**config.mk**
```make
export PLATFORM = sky130hd
export DESIGN_NAME = struct_format_unpacker_top
export DESIGN_NICKNAME = d
export VERILOG_FILES = /design/src/hdl/sfu_pkg.sv /design/src/hdl/sfu_table.sv /design/src/hdl/sfu_core.sv /design/src/hdl/sfu_out_fifo.sv /design/src/hdl/struct_format_unpacker_top.sv
export SDC_FILE = /design/constraint.sdc
export NUM_CORES = 2
export LEC_CHECK = 0
export BUFFER_PORTS_ARGS = -buffer_cell sky130_fd_sc_hd__buf_2
export CORE_UTILIZATION = 45
export CTS_CLUSTER_SIZE = 25
export DETAILED_ROUTE_END_ITERATION = 10
export SLEW_MARGIN = 20
export SYNTH_ARGS = -nofsm -noshare
export SYNTH_HDL_FRONTEND = slang
export SYNTH_SLANG_ARGS = --single-unit
export TNS_END_PERCENT = 5
```
**constraint.sdc**
```tcl
create_clock -name clk_i -period 14.05 [get_ports clk_i]
set_input_delay 0.7025 -clock clk_i [delete_from_list [all_inputs] [get_ports clk_i]]
set_output_delay 0.7025 -clock clk_i [all_outputs]
set_load 0.05 [all_outputs]
```
**src/hdl/sfu_pkg.sv**
```systemverilog
package sfu_pkg;

  localparam int unsigned MaxFields  = 16;
  localparam int unsigned IdxW       = (MaxFields > 1) ? $clog2(MaxFields) : 1;
  localparam int unsigned TotW       = $clog2(MaxFields + 1);
  localparam int unsigned CountW     = 25;
  localparam int unsigned WideW      = 28;
  localparam int unsigned QueueDepth = 4;
  localparam int unsigned QPtrW      = $clog2(QueueDepth);
  localparam int unsigned QCntW      = $clog2(QueueDepth + 1);

  localparam logic [WideW-1:0] ByteCap = WideW'(16 * 1024 * 1024);

  localparam logic [7:0] ChBig    = 8'h3E;  // '>'
  localparam logic [7:0] ChNet    = 8'h21;  // '!'
  localparam logic [7:0] ChLittle = 8'h3C;  // '<'
  localparam logic [7:0] ChNative = 8'h3D;  // '='
  localparam logic [7:0] ChZero   = 8'h30;  // '0'
  localparam logic [7:0] ChNine   = 8'h39;  // '9'

  typedef enum logic [3:0] {
    TY_I8, TY_U8, TY_I16, TY_U16, TY_I32, TY_U32, TY_I64, TY_U64, TY_F32, TY_F64, TY_PAD
  } type_e;

  typedef enum logic [2:0] {
    ST_VALUE, ST_END_OK, ST_COUNT_BIG, ST_FIELD_BIG,
    ST_BAD_CHAR, ST_INCOMPLETE, ST_DATA_SHORT, ST_TABLE_FULL
  } status_e;

  typedef struct packed {
    logic       operation;
    logic [7:0] symbol;
    logic       final_req;
  } in_item_t;

  typedef struct packed {
    logic [63:0] field_bits;
    logic        is_float;
    status_e     status;
    logic        run_end;
  } out_item_t;

  typedef struct packed {
    logic              en;
    logic [IdxW-1:0]   idx;
    logic [3:0]        ty;
    logic [CountW-1:0] count;
  } tbl_wr_t;

  typedef struct packed {
    logic [1:0] num;
    out_item_t  first;
    out_item_t  second;
  } push_t;

  // Map a format character onto a field type; ok drops low for anything else.
  function automatic logic decode_type(input logic [7:0] c, output type_e ty);
    logic ok;
    ok = 1'b1;
    ty = TY_PAD;
    case (c)
      "b":     ty = TY_I8;
      "B":     ty = TY_U8;
      "h":     ty = TY_I16;
      "H":     ty = TY_U16;
      "i":     ty = TY_I32;
      "I":     ty = TY_U32;
      "q":     ty = TY_I64;
      "Q":     ty = TY_U64;
      "f":     ty = TY_F32;
      "d":     ty = TY_F64;
      "x":     ty = TY_PAD;
      default: ok = 1'b0;
    endcase
    return ok;
  endfunction

  // Log2 of the field size in bytes.
  function automatic logic [1:0] size_shift(input type_e ty);
    logic [1:0] s;
    case (ty)
      TY_I16, TY_U16:         s = 2'd1;
      TY_I32, TY_U32, TY_F32: s = 2'd2;
      TY_I64, TY_U64, TY_F64: s = 2'd3;
      default:                s = 2'd0;
    endcase
    return s;
  endfunction

  function automatic logic is_signed(input type_e ty);
    return (ty == TY_I8) || (ty == TY_I16) || (ty == TY_I32) || (ty == TY_I64);
  endfunction

  // Exact float32 to float64 widening; subnormals are normalized.
  function automatic logic [63:0] widen_f32(input logic [31:0] w);
    logic [7:0]  e;
    logic [22:0] m;
    logic [4:0]  top;
    logic [4:0]  lz;
    logic [51:0] frac;
    logic [10:0] ex;
    logic [51:0] mfull;
    e     = w[30:23];
    m     = w[22:0];
    mfull = {m, 29'b0};
    top   = 5'd0;
    for (int i = 0; i < 23; i++) begin
      if (m[i]) top = 5'(i);
    end
    lz = 5'd22 - top;
    if (e == 8'hFF) begin
      ex   = 11'h7FF;
      frac = (m != '0) ? (mfull | {1'b1, 51'b0}) : '0;
    end else if (e == 8'h00) begin
      if (m == '0) begin
        ex   = '0;
        frac = '0;
      end else begin
        ex   = 11'd896 - 11'(lz);
        frac = mfull << (lz + 5'd1);
      end
    end else begin
      ex   = 11'(e) + 11'd896;
      frac = mfull;
    end
    return {w[31], ex, frac};
  endfunction

endpackage

```
**src/hdl/sfu_table.sv**
```systemverilog
module sfu_table (
  input  logic                      clk_i,
  input  sfu_pkg::tbl_wr_t          wr_i,
  input  logic [sfu_pkg::IdxW-1:0]  rd_idx_i,
  output logic [3:0]                rd_type_o,
  output logic [sfu_pkg::CountW-1:0] rd_count_o
);
  import sfu_pkg::*;

  logic [3:0]        type_q  [MaxFields];
  logic [CountW-1:0] count_q [MaxFields];

  // Entries are only read below the stored total, so no reset.
  always_ff @(posedge clk_i) begin
    if (wr_i.en) begin
      type_q[wr_i.idx]  <= wr_i.ty;
      count_q[wr_i.idx] <= wr_i.count;
    end
  end

  assign rd_type_o  = type_q[rd_idx_i];
  assign rd_count_o = count_q[rd_idx_i];

endmodule

```
**src/hdl/sfu_core.sv**
```systemverilog
module sfu_core (
  input  logic              clk_i,
  input  logic              rst_ni,
  input  logic              fire_i,
  input  sfu_pkg::in_item_t item_i,
  output sfu_pkg::push_t    push_o
);
  import sfu_pkg::*;

  logic [TotW-1:0]   entry_total_q, entry_total_d;
  logic              big_order_q, big_order_d;
  logic [CountW-1:0] count_accum_q, count_accum_d;
  logic              at_start_q, at_start_d;
  logic [2:0]        ferr_q, ferr_d;
  logic [TotW-1:0]   cur_entry_q, cur_entry_d;
  logic [CountW-1:0] rep_done_q, rep_done_d;
  logic [2:0]        byte_pos_q, byte_pos_d;
  logic [63:0]       asm_q, asm_d;
  logic              digit_pend_q, digit_pend_d;

  tbl_wr_t           tbl_wr;
  logic              reload;
  logic [IdxW-1:0]   rd_idx;
  logic [3:0]        rd_type;
  logic [CountW-1:0] rd_count;

  // A data byte that closes an open format restarts the cursor at entry zero.
  assign reload = item_i.operation && !at_start_q;
  assign rd_idx = reload ? '0 : cur_entry_q[IdxW-1:0];

  sfu_table u_table (
    .clk_i     (clk_i),
    .wr_i      (tbl_wr),
    .rd_idx_i  (rd_idx),
    .rd_type_o (rd_type),
    .rd_count_o(rd_count)
  );

  always_comb begin
    logic [WideW-1:0] acc_x10;
    logic [WideW-1:0] cnt_scaled;
    logic [CountW-1:0] cnt;
    type_e            ty;
    logic             ty_ok;
    logic             handled;
    logic [1:0]       shift;
    logic [2:0]       size_m1;
    logic [TotW-1:0]  cur_v;
    logic [CountW-1:0] rep_v;
    logic [2:0]       pos_v;
    logic [63:0]      asm_v;
    logic [63:0]      asm_new;
    logic [63:0]      raw;
    logic             sg;
    logic             emit;
    out_item_t        field_r;
    out_item_t        stat_r;

    entry_total_d = entry_total_q;
    big_order_d   = big_order_q;
    count_accum_d = count_accum_q;
    at_start_d    = at_start_q;
    ferr_d        = ferr_q;
    cur_entry_d   = cur_entry_q;
    rep_done_d    = rep_done_q;
    byte_pos_d    = byte_pos_q;
    asm_d         = asm_q;
    digit_pend_d  = digit_pend_q;
    tbl_wr        = '0;
    push_o        = '0;

    acc_x10    = '0;
    cnt_scaled = '0;
    cnt        = '0;
    ty         = TY_PAD;
    ty_ok      = 1'b0;
    handled    = 1'b0;
    shift      = '0;
    size_m1    = '0;
    cur_v      = cur_entry_q;
    rep_v      = rep_done_q;
    pos_v      = byte_pos_q;
    asm_v      = asm_q;
    asm_new    = '0;
    raw        = '0;
    sg         = 1'b0;
    emit       = 1'b0;
    field_r    = '0;
    stat_r     = '0;

    if (fire_i && !item_i.operation) begin
      // Format character.
      if (at_start_q) begin
        entry_total_d = '0;
        ferr_d        = ST_VALUE;
        count_accum_d = '0;
        digit_pend_d  = 1'b0;
        big_order_d   = 1'b1;
        if (item_i.symbol == ChBig || item_i.symbol == ChNet ||
            item_i.symbol == ChLittle || item_i.symbol == ChNative) begin
          big_order_d = (item_i.symbol == ChBig) || (item_i.symbol == ChNet);
          handled     = 1'b1;
        end
      end
      if (!handled && ferr_d == ST_VALUE) begin
        if (item_i.symbol >= ChZero && item_i.symbol <= ChNine) begin
          acc_x10 = (WideW'(count_accum_d) << 3) + (WideW'(count_accum_d) << 1)
                  + WideW'(item_i.symbol - ChZero);
          if (acc_x10 > ByteCap) begin
            ferr_d = ST_COUNT_BIG;
          end else begin
            count_accum_d = acc_x10[CountW-1:0];
            digit_pend_d  = 1'b1;
          end
        end else begin
          ty_ok = decode_type(item_i.symbol, ty);
          if (!ty_ok) begin
            ferr_d = ST_BAD_CHAR;
          end else begin
            cnt        = (count_accum_d != '0) ? count_accum_d : CountW'(1);
            cnt_scaled = WideW'(cnt) << size_shift(ty);
            if (cnt_scaled > ByteCap) begin
              ferr_d = ST_FIELD_BIG;
            end else if (entry_total_d >= TotW'(MaxFields)) begin
              ferr_d = ST_TABLE_FULL;
            end else begin
              tbl_wr.en     = 1'b1;
              tbl_wr.idx    = entry_total_d[IdxW-1:0];
              tbl_wr.ty     = ty;
              tbl_wr.count  = cnt;
              entry_total_d = entry_total_d + TotW'(1);
            end
            count_accum_d = '0;
            digit_pend_d  = 1'b0;
          end
        end
      end
      at_start_d = item_i.final_req;
      if (item_i.final_req) begin
        if (ferr_d == ST_VALUE && digit_pend_d) ferr_d = ST_INCOMPLETE;
        count_accum_d = '0;
        digit_pend_d  = 1'b0;
        cur_entry_d   = '0;
        rep_done_d    = '0;
        byte_pos_d    = '0;
        asm_d         = '0;
      end
    end else if (fire_i) begin
      // Data byte; close a format still open.
      if (reload) begin
        if (ferr_d == ST_VALUE) ferr_d = ST_INCOMPLETE;
        count_accum_d = '0;
        digit_pend_d  = 1'b0;
        at_start_d    = 1'b1;
        cur_v         = '0;
        rep_v         = '0;
        pos_v         = '0;
        asm_v         = '0;
      end
      cur_entry_d = cur_v;
      rep_done_d  = rep_v;
      byte_pos_d  = pos_v;
      asm_d       = asm_v;
      if (ferr_d == ST_VALUE && cur_v < entry_total_q) begin
        ty      = (rd_type > 4'(TY_PAD)) ? TY_PAD : type_e'(rd_type);
        shift   = size_shift(ty);
        size_m1 = 3'((4'd1 << shift) - 4'd1);
        sg      = is_signed(ty);
        if (big_order_q) asm_new = {asm_v[55:0], item_i.symbol};
        else             asm_new = asm_v | (64'(item_i.symbol) << {pos_v, 3'b000});
        if (pos_v >= size_m1) begin
          case (shift)
            2'd0:    raw = {{56{sg & asm_new[7]}},  asm_new[7:0]};
            2'd1:    raw = {{48{sg & asm_new[15]}}, asm_new[15:0]};
            2'd2:    raw = {{32{sg & asm_new[31]}}, asm_new[31:0]};
            default: raw = asm_new;
          endcase
          emit               = (ty != TY_PAD);
          field_r.is_float   = (ty == TY_F32) || (ty == TY_F64);
          field_r.field_bits = (ty == TY_F32) ? widen_f32(raw[31:0]) : raw;
          field_r.status     = ST_VALUE;
          field_r.run_end    = 1'b0;
          byte_pos_d         = '0;
          asm_d              = '0;
          if ((CountW+1)'(rep_v) + (CountW+1)'(1) >= (CountW+1)'(rd_count)) begin
            cur_entry_d = cur_v + TotW'(1);
            rep_done_d  = '0;
          end else begin
            rep_done_d = rep_v + CountW'(1);
          end
        end else begin
          byte_pos_d = pos_v + 3'd1;
          asm_d      = asm_new;
        end
      end
      if (item_i.final_req) begin
        stat_r.run_end = 1'b1;
        if (ferr_d != ST_VALUE) stat_r.status = status_e'(ferr_d);
        else if (cur_entry_d >= entry_total_q) stat_r.status = ST_END_OK;
        else stat_r.status = ST_DATA_SHORT;
        cur_entry_d = '0;
        rep_done_d  = '0;
        byte_pos_d  = '0;
        asm_d       = '0;
      end
      if (emit && item_i.final_req) begin
        push_o.num    = 2'd2;
        push_o.first  = field_r;
        push_o.second = stat_r;
      end else if (emit) begin
        push_o.num   = 2'd1;
        push_o.first = field_r;
      end else if (item_i.final_req) begin
        push_o.num   = 2'd1;
        push_o.first = stat_r;
      end
    end
  end

  always_ff @(posedge clk_i or negedge rst_ni) begin
    if (!rst_ni) begin
      entry_total_q <= '0;
      big_order_q   <= 1'b1;
      count_accum_q <= '0;
      at_start_q    <= 1'b1;
      ferr_q        <= ST_VALUE;
      cur_entry_q   <= '0;
      rep_done_q    <= '0;
      byte_pos_q    <= '0;
      asm_q         <= '0;
      digit_pend_q  <= 1'b0;
    end else begin
      entry_total_q <= entry_total_d;
      big_order_q   <= big_order_d;
      count_accum_q <= count_accum_d;
      at_start_q    <= at_start_d;
      ferr_q        <= ferr_d;
      cur_entry_q   <= cur_entry_d;
      rep_done_q    <= rep_done_d;
      byte_pos_q    <= byte_pos_d;
      asm_q         <= asm_d;
      digit_pend_q  <= digit_pend_d;
    end
  end

endmodule

```
**src/hdl/sfu_out_fifo.sv**
```systemverilog
module sfu_out_fifo (
  input  logic               clk_i,
  input  logic               rst_ni,
  input  sfu_pkg::push_t     push_i,
  output logic               room_o,
  output logic               out_valid_o,
  input  logic               out_stall_i,
  output sfu_pkg::out_item_t out_item_o
);
  import sfu_pkg::*;

  out_item_t        mem_q [QueueDepth];
  logic [QPtrW-1:0] wptr_q, wptr_d;
  logic [QPtrW-1:0] rptr_q, rptr_d;
  logic [QCntW-1:0] cnt_q, cnt_d;
  logic             pop;

  assign out_valid_o = (cnt_q != '0);
  assign out_item_o  = mem_q[rptr_q];
  // Room for the worst case of two results from one transfer.
  assign room_o      = (cnt_q <= QCntW'(QueueDepth - 2));
  assign pop         = out_valid_o && !out_stall_i;

  always_comb begin
    wptr_d = wptr_q + QPtrW'(push_i.num);
    rptr_d = rptr_q + QPtrW'(pop);
    cnt_d  = cnt_q + QCntW'(push_i.num) - QCntW'(pop);
  end

  always_ff @(posedge clk_i or negedge rst_ni) begin
    if (!rst_ni) begin
      wptr_q <= '0;
      rptr_q <= '0;
      cnt_q  <= '0;
    end else begin
      wptr_q <= wptr_d;
      rptr_q <= rptr_d;
      cnt_q  <= cnt_d;
    end
  end

  always_ff @(posedge clk_i) begin
    if (push_i.num != 2'd0) mem_q[wptr_q] <= push_i.first;
    if (push_i.num == 2'd2) mem_q[wptr_q + QPtrW'(1)] <= push_i.second;
  end

endmodule

```
**src/hdl/struct_format_unpacker_top.sv**
```systemverilog
// Channel   Direction  Handshake                 Payload
// input     in         in_valid_i / in_stall_o   in_item_i  (operation, symbol, final_req)
// result    out        out_valid_o / out_stall_i out_item_o (field_bits, is_float, status,
//                                                            run_end)
//
// One transfer per cycle is taken while the result queue has room: a transfer
// lands in the input register, is parsed or assembled once the queue can take
// its worst case, and its results (up to two) are written into the four-entry
// result queue, whose head drives the output. Reset clears all control state;
// the field table comes out of reset unwritten and is only read below the stored
// entry count. A stall at the output backs up into the queue, and in_stall_o
// rises once the queue can no longer take two more results.
module struct_format_unpacker_top (
  input  logic               clk_i,
  input  logic               rst_ni,
  input  logic               in_valid_i,
  output logic               in_stall_o,
  input  sfu_pkg::in_item_t  in_item_i,
  output logic               out_valid_o,
  input  logic               out_stall_i,
  output sfu_pkg::out_item_t out_item_o
);
  import sfu_pkg::*;

  logic     in_valid_q, in_valid_d;
  in_item_t in_item_q;
  logic     fire;
  logic     room;
  logic     accept;
  push_t    push;

  // Advance the held item when the queue has room for its worst case.
  assign fire       = in_valid_q && room;
  assign in_stall_o = in_valid_q && !room;
  assign accept     = in_valid_i && !in_stall_o;

  always_comb begin
    in_valid_d = in_valid_q;
    if (accept)    in_valid_d = 1'b1;
    else if (fire) in_valid_d = 1'b0;
  end

  always_ff @(posedge clk_i or negedge rst_ni) begin
    if (!rst_ni) begin
      in_valid_q <= 1'b0;
    end else begin
      in_valid_q <= in_valid_d;
    end
  end

  // Hold the payload until the next transfer replaces it.
  always_ff @(posedge clk_i) begin
    if (accept) in_item_q <= in_item_i;
  end

  sfu_core u_core (
    .clk_i (clk_i),
    .rst_ni(rst_ni),
    .fire_i(fire),
    .item_i(in_item_q),
    .push_o(push)
  );

  sfu_out_fifo u_out_fifo (
    .clk_i      (clk_i),
    .rst_ni     (rst_ni),
    .push_i     (push),
    .room_o     (room),
    .out_valid_o(out_valid_o),
    .out_stall_i(out_stall_i),
    .out_item_o (out_item_o)
  );

endmodule

```
## Word-level counts from Yosys, hierarchy flattened

Memory sizes are Yosys's and may differ from the RTL's.
Cells that the tools add are included.

| storage, ports and cells | value |
|---|---|
| bits in writable memories | 740 |
| memories kept | 5 |
| register bits after elaboration | 151 |
| output and inout bits | 71 |
| input port bits | 14 |
| ROM bits | 64 |
| logic and storage cells | 310 |

Memories:

| memory | depth | width | read ports | clocked after Yosys merged registers in | wr ports | line | RTL |
|---|---|---|---|---|---|---|---|
| u_core.u_table.count_q | 16 | 25 | 1 | 0 | 1 | sfu_table.sv:11 | `logic [CountW-1:0] count_q [MaxFields];` |
| u_out_fifo.mem_q | 4 | 69 | 1 | 0 | 2 | sfu_out_fifo.sv:12 | `out_item_t mem_q [QueueDepth];` |
| u_core.u_table.type_q | 16 | 4 | 1 | 0 | 1 | sfu_table.sv:10 | `logic [3:0] type_q [MaxFields];` |
| (no name shown) | 16 | 2 | 1 | 0 | 0 | sfu_pkg.sv:81 | `case (ty)` |
| (no name shown) | 16 | 2 | 1 | 0 | 0 | sfu_pkg.sv:81 |  |

| operators by class | value |
|---|---|
| equality and inequality tests | 26 |
| bitwise gates (word level) | 4 |
| shift-type cells | 4 |
| add/sub/neg operators | 18 |
| magnitude comparators | 11 |
| reductions and logical operators | 44 |
| muxes and demuxes | 181 |

Operators with widths:

| kind | count |
|---|---|
| 64-bit 2-to-1 mux | 18 |
| 25-bit 2-to-1 mux | 21 |
| 140-bit 2-to-1 mux | 2 |
| 52-bit 2-to-1 mux | 4 |
| 34-bit 2-to-1 mux | 6 |
| 64-bit one-hot mux with 3 select lines | 1 |
| 5-bit 2-to-1 mux | 30 |
| 71-bit 2-to-1 mux | 2 |
| 69-bit 2-to-1 mux | 2 |
| 3-bit 2-to-1 mux | 32 |
| 8-bit by 7-bit == test with 1-bit output, second input constant | 11 |
| 70-bit 2-to-1 mux | 1 |
| 64-bit bitwise OR | 1 |
| 8-bit by 6-bit left shift with 64-bit output | 1 |
| 4-bit 2-to-1 mux | 15 |
| 28-bit by 25-bit > comparator with 1-bit output, second input constant | 2 |
| 52-bit by 5-bit left shift with 52-bit output | 1 |
| 4-bit one-hot mux with 10 select lines | 1 |
| 1-bit 2-to-1 mux | 34 |
| 11-bit 2-to-1 mux | 3 |
| 8-bit by 6-bit == test with 1-bit output, second input constant | 4 |
| 28-bit by 26-bit adder with 28-bit output | 1 |
| 28-bit adder | 1 |
| 25-bit by 2-bit left shift with 28-bit output | 1 |
| other kinds (48) | 93 |

## Longest topological paths before layout

| logic depth | value |
|---|---|
| word-level depth | 59 |
| mapped depth | 41 |
| depth with buffers taken out | 31 |

## Hierarchy

A second synthesis with hierarchy kept.

| unflattened totals | value |
|---|---|
| cells, all modules | 3432 |
| area total of the unflattened synthesis | 46826.2 um^2 |

Modules (own cells, without submodules):

| module | instances | area each (um^2) | seq. area each (um^2) | cells each |
|---|---|---|---|---|
| sfu_table | 1 | 17451.7 | 13933.4 | 732 |
| sfu_core | 1 | 15384.8 | 3330.7 | 1974 |
| sfu_out_fifo | 1 | 13625.6 | 8463.1 | 710 |
| struct_format_unpacker_top | 1 | 364.1 | 325.3 | 16 |

## Worst setup path before layout

Ideal clock, no wire load.

| timing path | value |
|---|---|
| path type | register -> register |
| start point | register u_core.at_start_q |
| end point | memory u_out_fifo.mem_q[0][3] in the netlist's numbering, data pin |
| path slack | 5.824 ns |
| data required time | 13.896 ns |
| stages on the path, launching flop included | 39 |
| arrival time | 8.072 ns |
| library setup time | 0.154 ns |
| period minus slack after synthesis | 8.226 ns |
| path buffers | 10 |
| cell sequence | dfstp_2 > nand2b_1 > buf_4 > buf_4 > buf_4 > buf_2 > buf_4 > clkbuf_1 > buf_1 > buf_1 > buf_1 > clkbuf_1 > and2_1 > ha_1 > and3_1 > and3_1 > nand4_1 > nor3_1 > (+3 left out) > ha_1 > and4_1 > a2111oi_0 > nand2_1 > o21ai_0 > and2_1 > a21oi_1 > xnor2_1 > ha_1 > nand2b_1 > a21o_1 > a21o_1 > a21oi_1 > nor2b_1 > nor3_1 > o311a_1 > nand2_1 > o22ai_1 |

RTL lines:

| item | line | RTL |
|---|---|---|
| start: declaration | sfu_core.sv:13 | `logic at_start_q, at_start_d;` |
| start signal: assignment | sfu_core.sv:236 | `at_start_q <= at_start_d;` |
| end: declaration | sfu_out_fifo.sv:12 |  |

==> summary.md <==
| Metric | Value |
|---|---|
| Leakage | 17.7 nW |
| Synthesized cell area | 44700 um^2 |
| Post-CTS Hold Buffers | 0 |
| Syn avg cell area | 10.9 um^2 |
| Nets | 4203 |
| Drt wl/cell | 25.4 um |
| Critical Path Fanout Max | 39 |
| Setup violations, final | 0 |
| Fin crit share | 65.4% |
| Critical path arrival | 9810 ps |
| CP Data Required Time | 14660 ps |
| Critical R2R Launch | u_core.at_start_q |
| CTS Root Cell | clkbuf_16 |
| Synth area leaders | edfxtp_1 33%, dfxtp_1 12%, dfrtp_1 7.8%, mux2i_1 3.9%, nand2_1 3.8% |
| EDFF count, synth | 490 |
| Ys async rst share | 15.8% |
| Worst path top cell family by delay | simple AND/OR/NAND/NOR gates |
| Syn. warnings | 0 |
| Antenna diode count | 0 |
| Gr usage total | 27.2% |
| Postcts setup bufs | 0 |
| Via density | 6.33 |
| Router iterations before antenna repair | 6 |
| CTS clock-pin slew for the worst setup and hold paths | 60 ps |
| Initial Utilization | 45.4% |
| Vias in the first global route | 32500 |
| Crit Path Category | reg2reg |
| Setup Skew | 50.4 ps |
| Max Fclk | 109 MHz |
| Share of cells above drive strength 1 | 12.9% |
| First DRT Iteration DRCs | 3859 |
| RSZ-0062 raised after global routing | false |
| CP max stage delay | 660 ps |
| # port buffers | 84 |
| TritonCTS Sinks | 891 |
| Cell count after placement | 5267 |
| Max-slew violations | 0 |
| Yosys reg bits | 891 |
| Netlist cell types | 111 |
| Top_reg_cell synth | edfxtp_1 |
| Status | complete, no violations |
| Slowest cell on crit path | nor2_1 |
| DRC violations left | 0 |
| Setup_tns | 0 ps |
| Worst setup EP type | flop |
| Clk_lat worst skew | 680 ps |
| CP dominant cell by count | buf_4 |
| Via Count | 34400 |
| Num CTS Buffers | 95 |
| Overall routed net length | 138000 um |
| Worst Setup SP | u_core.at_start_q |
| Total gr overflow | 0 |
| Cell count after synthesis | 4099 |
| Core footprint | 98400 um^2 |
| Die area | 101000 um^2 |
| Util after Layout | 50.5% |
| CTS resizes | 0 |
| Final hold vios | 0 |
| Max-cap violations | 0 |
| Register area share after synthesis | 52.5% |
| Final worst slack | 4850 ps |
| Crit start category | flop |
| Final Instance Count excl. Fillers | 5440 |
| Net Count, Synth | 4224 |
| Largest net degree at the start of global routing | 102 |
| Crit path buf inv count | 6 |
| Cell area power density | 155 nW/um^2 |
| Initial antenna violation count | 1 |
| Final HPWL DP | 89800 um |
| Dpl ws | 4910 ps |
| RePlAce Congestion | 0.978 |
| Worst slew pin tran | 1240 ps |
| Slew headroom | 17.1% |
| Synth top area share | 32.9% |
| CTS tree | built |
| Max VDD drop | 0.115 mV |
| Tightest Hold Check Type | in2async |
| H-tree levels | 3 |
| Row count | 115 |
| P&R area growth vs syn | 11.2% |
| First-pass GRT wire length | 208000 um |
| Post-route ant nets | 0 |
| Die height | 317 um |
| Die W | 317 um |
| Post-synth top area cell | edfxtp_1 |
| Min Clock Period, post-route | 9200 ps |
| Clk buf depth | 3 |
| IO Pins | 85 |
==> through the flow <==
stage | hold WS [ps] | power (mW) | cell area, um^2
after global placement | 428 | 5.11 | 46500
after detailed placement | 438 | 5.10 | 46500
after CTS | 97.3 | 7.66 | 49700
after floorplan | 407 | 4.41 | 44700
final | 70.8 | 7.69 | 49700
after global routing | 141 | 7.96 | 49700
==> cells by family after synthesis <==
| logic type | count (synthesis) | share of synthesized area [%] |
|---|---|---|
| AO/OA/AOI/OAI | 1284 | 19.7 |
| XOR/XNOR | 48 | 0.941 |
| adder cells (fa/ha/maj) | 111 | 3.53 |
| buffers and inverters | 385 | 3.48 |
| flip-flops | 891 | 52.5 |
| multiplexers | 280 | 8.39 |
| AND/OR/NAND/NOR | 1100 | 11.4 |
==> cells in the final DEF (no fill, tap or decap), types with 27 or more instances in the layout <==
master and instances:
a221oi_1 62, nand2b_1 40, and2_1 34, dfrtp_1 134, o22ai_1 27, o21ai_1 45, a31oi_1 50, clkbuf_16 98
buf_2 83, o221ai_1 78, nand2_1 450, nor3_1 51, a22o_1 148, nor2b_1 36, nand3_1 106, nor2_1 187
mux2i_1 172, a21oi_1 225, dfxtp_1 260, o211ai_1 51, buf_4 104, a21o_1 31, edfxtp_1 490, mux2_2 33
mux4_2 72, ha_1 86, o21ai_0 315, and3_1 47, inv_1 67
==> state kept, by name, indices dropped and copies added (netlist names) <==
signal and cells:
in_item_q 10, u_core.rep_done_q 25, u_core.digit_pend_q 1, u_core.entry_total_q 5, u_core.ferr_q 3, u_core.u_table.type_q 64
u_out_fifo.wptr_q 2, u_core.byte_pos_q 3, u_out_fifo.rptr_q 2, u_core.big_order_q 1, u_core.count_accum_q 25, u_core.u_table.count_q 400
u_core.at_start_q 1, u_out_fifo.mem_q 276, u_core.cur_entry_q 5, u_out_fifo.cnt_q 3, in_valid_q 1, u_core.asm_q 64
==> where the power goes <==
| part | switching [mW] | internal [mW] | leakage, nW |
|---|---|---|---|
| Combinational | 1.62 | 0.643 | 8.06 |
| Clock | 1.06 | 1.50 | 1.56 |
| Sequential | 0.0838 | 2.78 | 8.10 |
| Total | 2.76 | 4.93 | 17.7 |
==> cells in the mapped netlist, types with 14 or more instances <==
library cell,instances
edfxtp_1,490
nand2_1,451
o21ai_0,315
dfxtp_1,260
clkbuf_1,231
a21oi_1,227
nor2_1,207
mux2i_1,172
a22o_1,148
dfrtp_1,139
nand3_1,106
ha_1,86
o221ai_1,78
mux4_2,72
inv_1,68
a221oi_1,62
nor3_1,59
o211ai_1,51
a31oi_1,50
and3_1,47
o21ai_1,47
nand2b_1,42
buf_1,38
nor2b_1,36
and2_1,34
mux2_2,33
a21o_1,31
o22ai_1,27
a211oi_1,26
nand4_1,26
fa_1,25
o31ai_1,25
xnor2_1,24
xor2_1,24
nor4_1,22
buf_2,21
o21a_1,19
or3_1,17
a2111oi_0,16
a22oi_1,14
==> path summary, 6_finish.rpt <==
check                                                to  slack [ps]  cells past startpoint
worst max-delay path            u_out_fifo.mem_q[2][53]        4850                     26
max in group asynchronous         u_core.cur_entry_q[1]       12490                      2
worst min-delay path               u_out_fifo.rptr_q[1]          70                      1
worst max register to register  u_out_fifo.mem_q[2][53]        4850                     26
min in group clk_i                         in_item_q[4]         200                      1
worst min register to register  u_out_fifo.mem_q[2][46]         450                      2
==> per-layer routing <==
| layer | up-vias | part of all wire [%] | GRT usage [%] |
|---|---|---|---|
| li1 | 15600 | - | - |
| met1 | 17100 | 44 | 38.5 |
| met2 | 1405 | 46 | 42.8 |
| met3 | 246 | 7.3 | 4.35 |
| met4 | 2 | 2.9 | 8.60 |
| met5 | - | 0.0043 | 0 |
==> final cells by class <==
| cell class | instances | area [um^2] |
|---|---|---|
| inverter | 78 | 295 |
| fill | 8864 | 48700 |
| multi-input combinational | 2823 | 19900 |
| tap | 1287 | 1610 |
| timing repair buffer | 189 | 1220 |
| clock inverter | 42 | 505 |
| sequential | 891 | 23500 |
| clock buffer | 130 | 2680 |
Power figures use the tool's default switching activity.
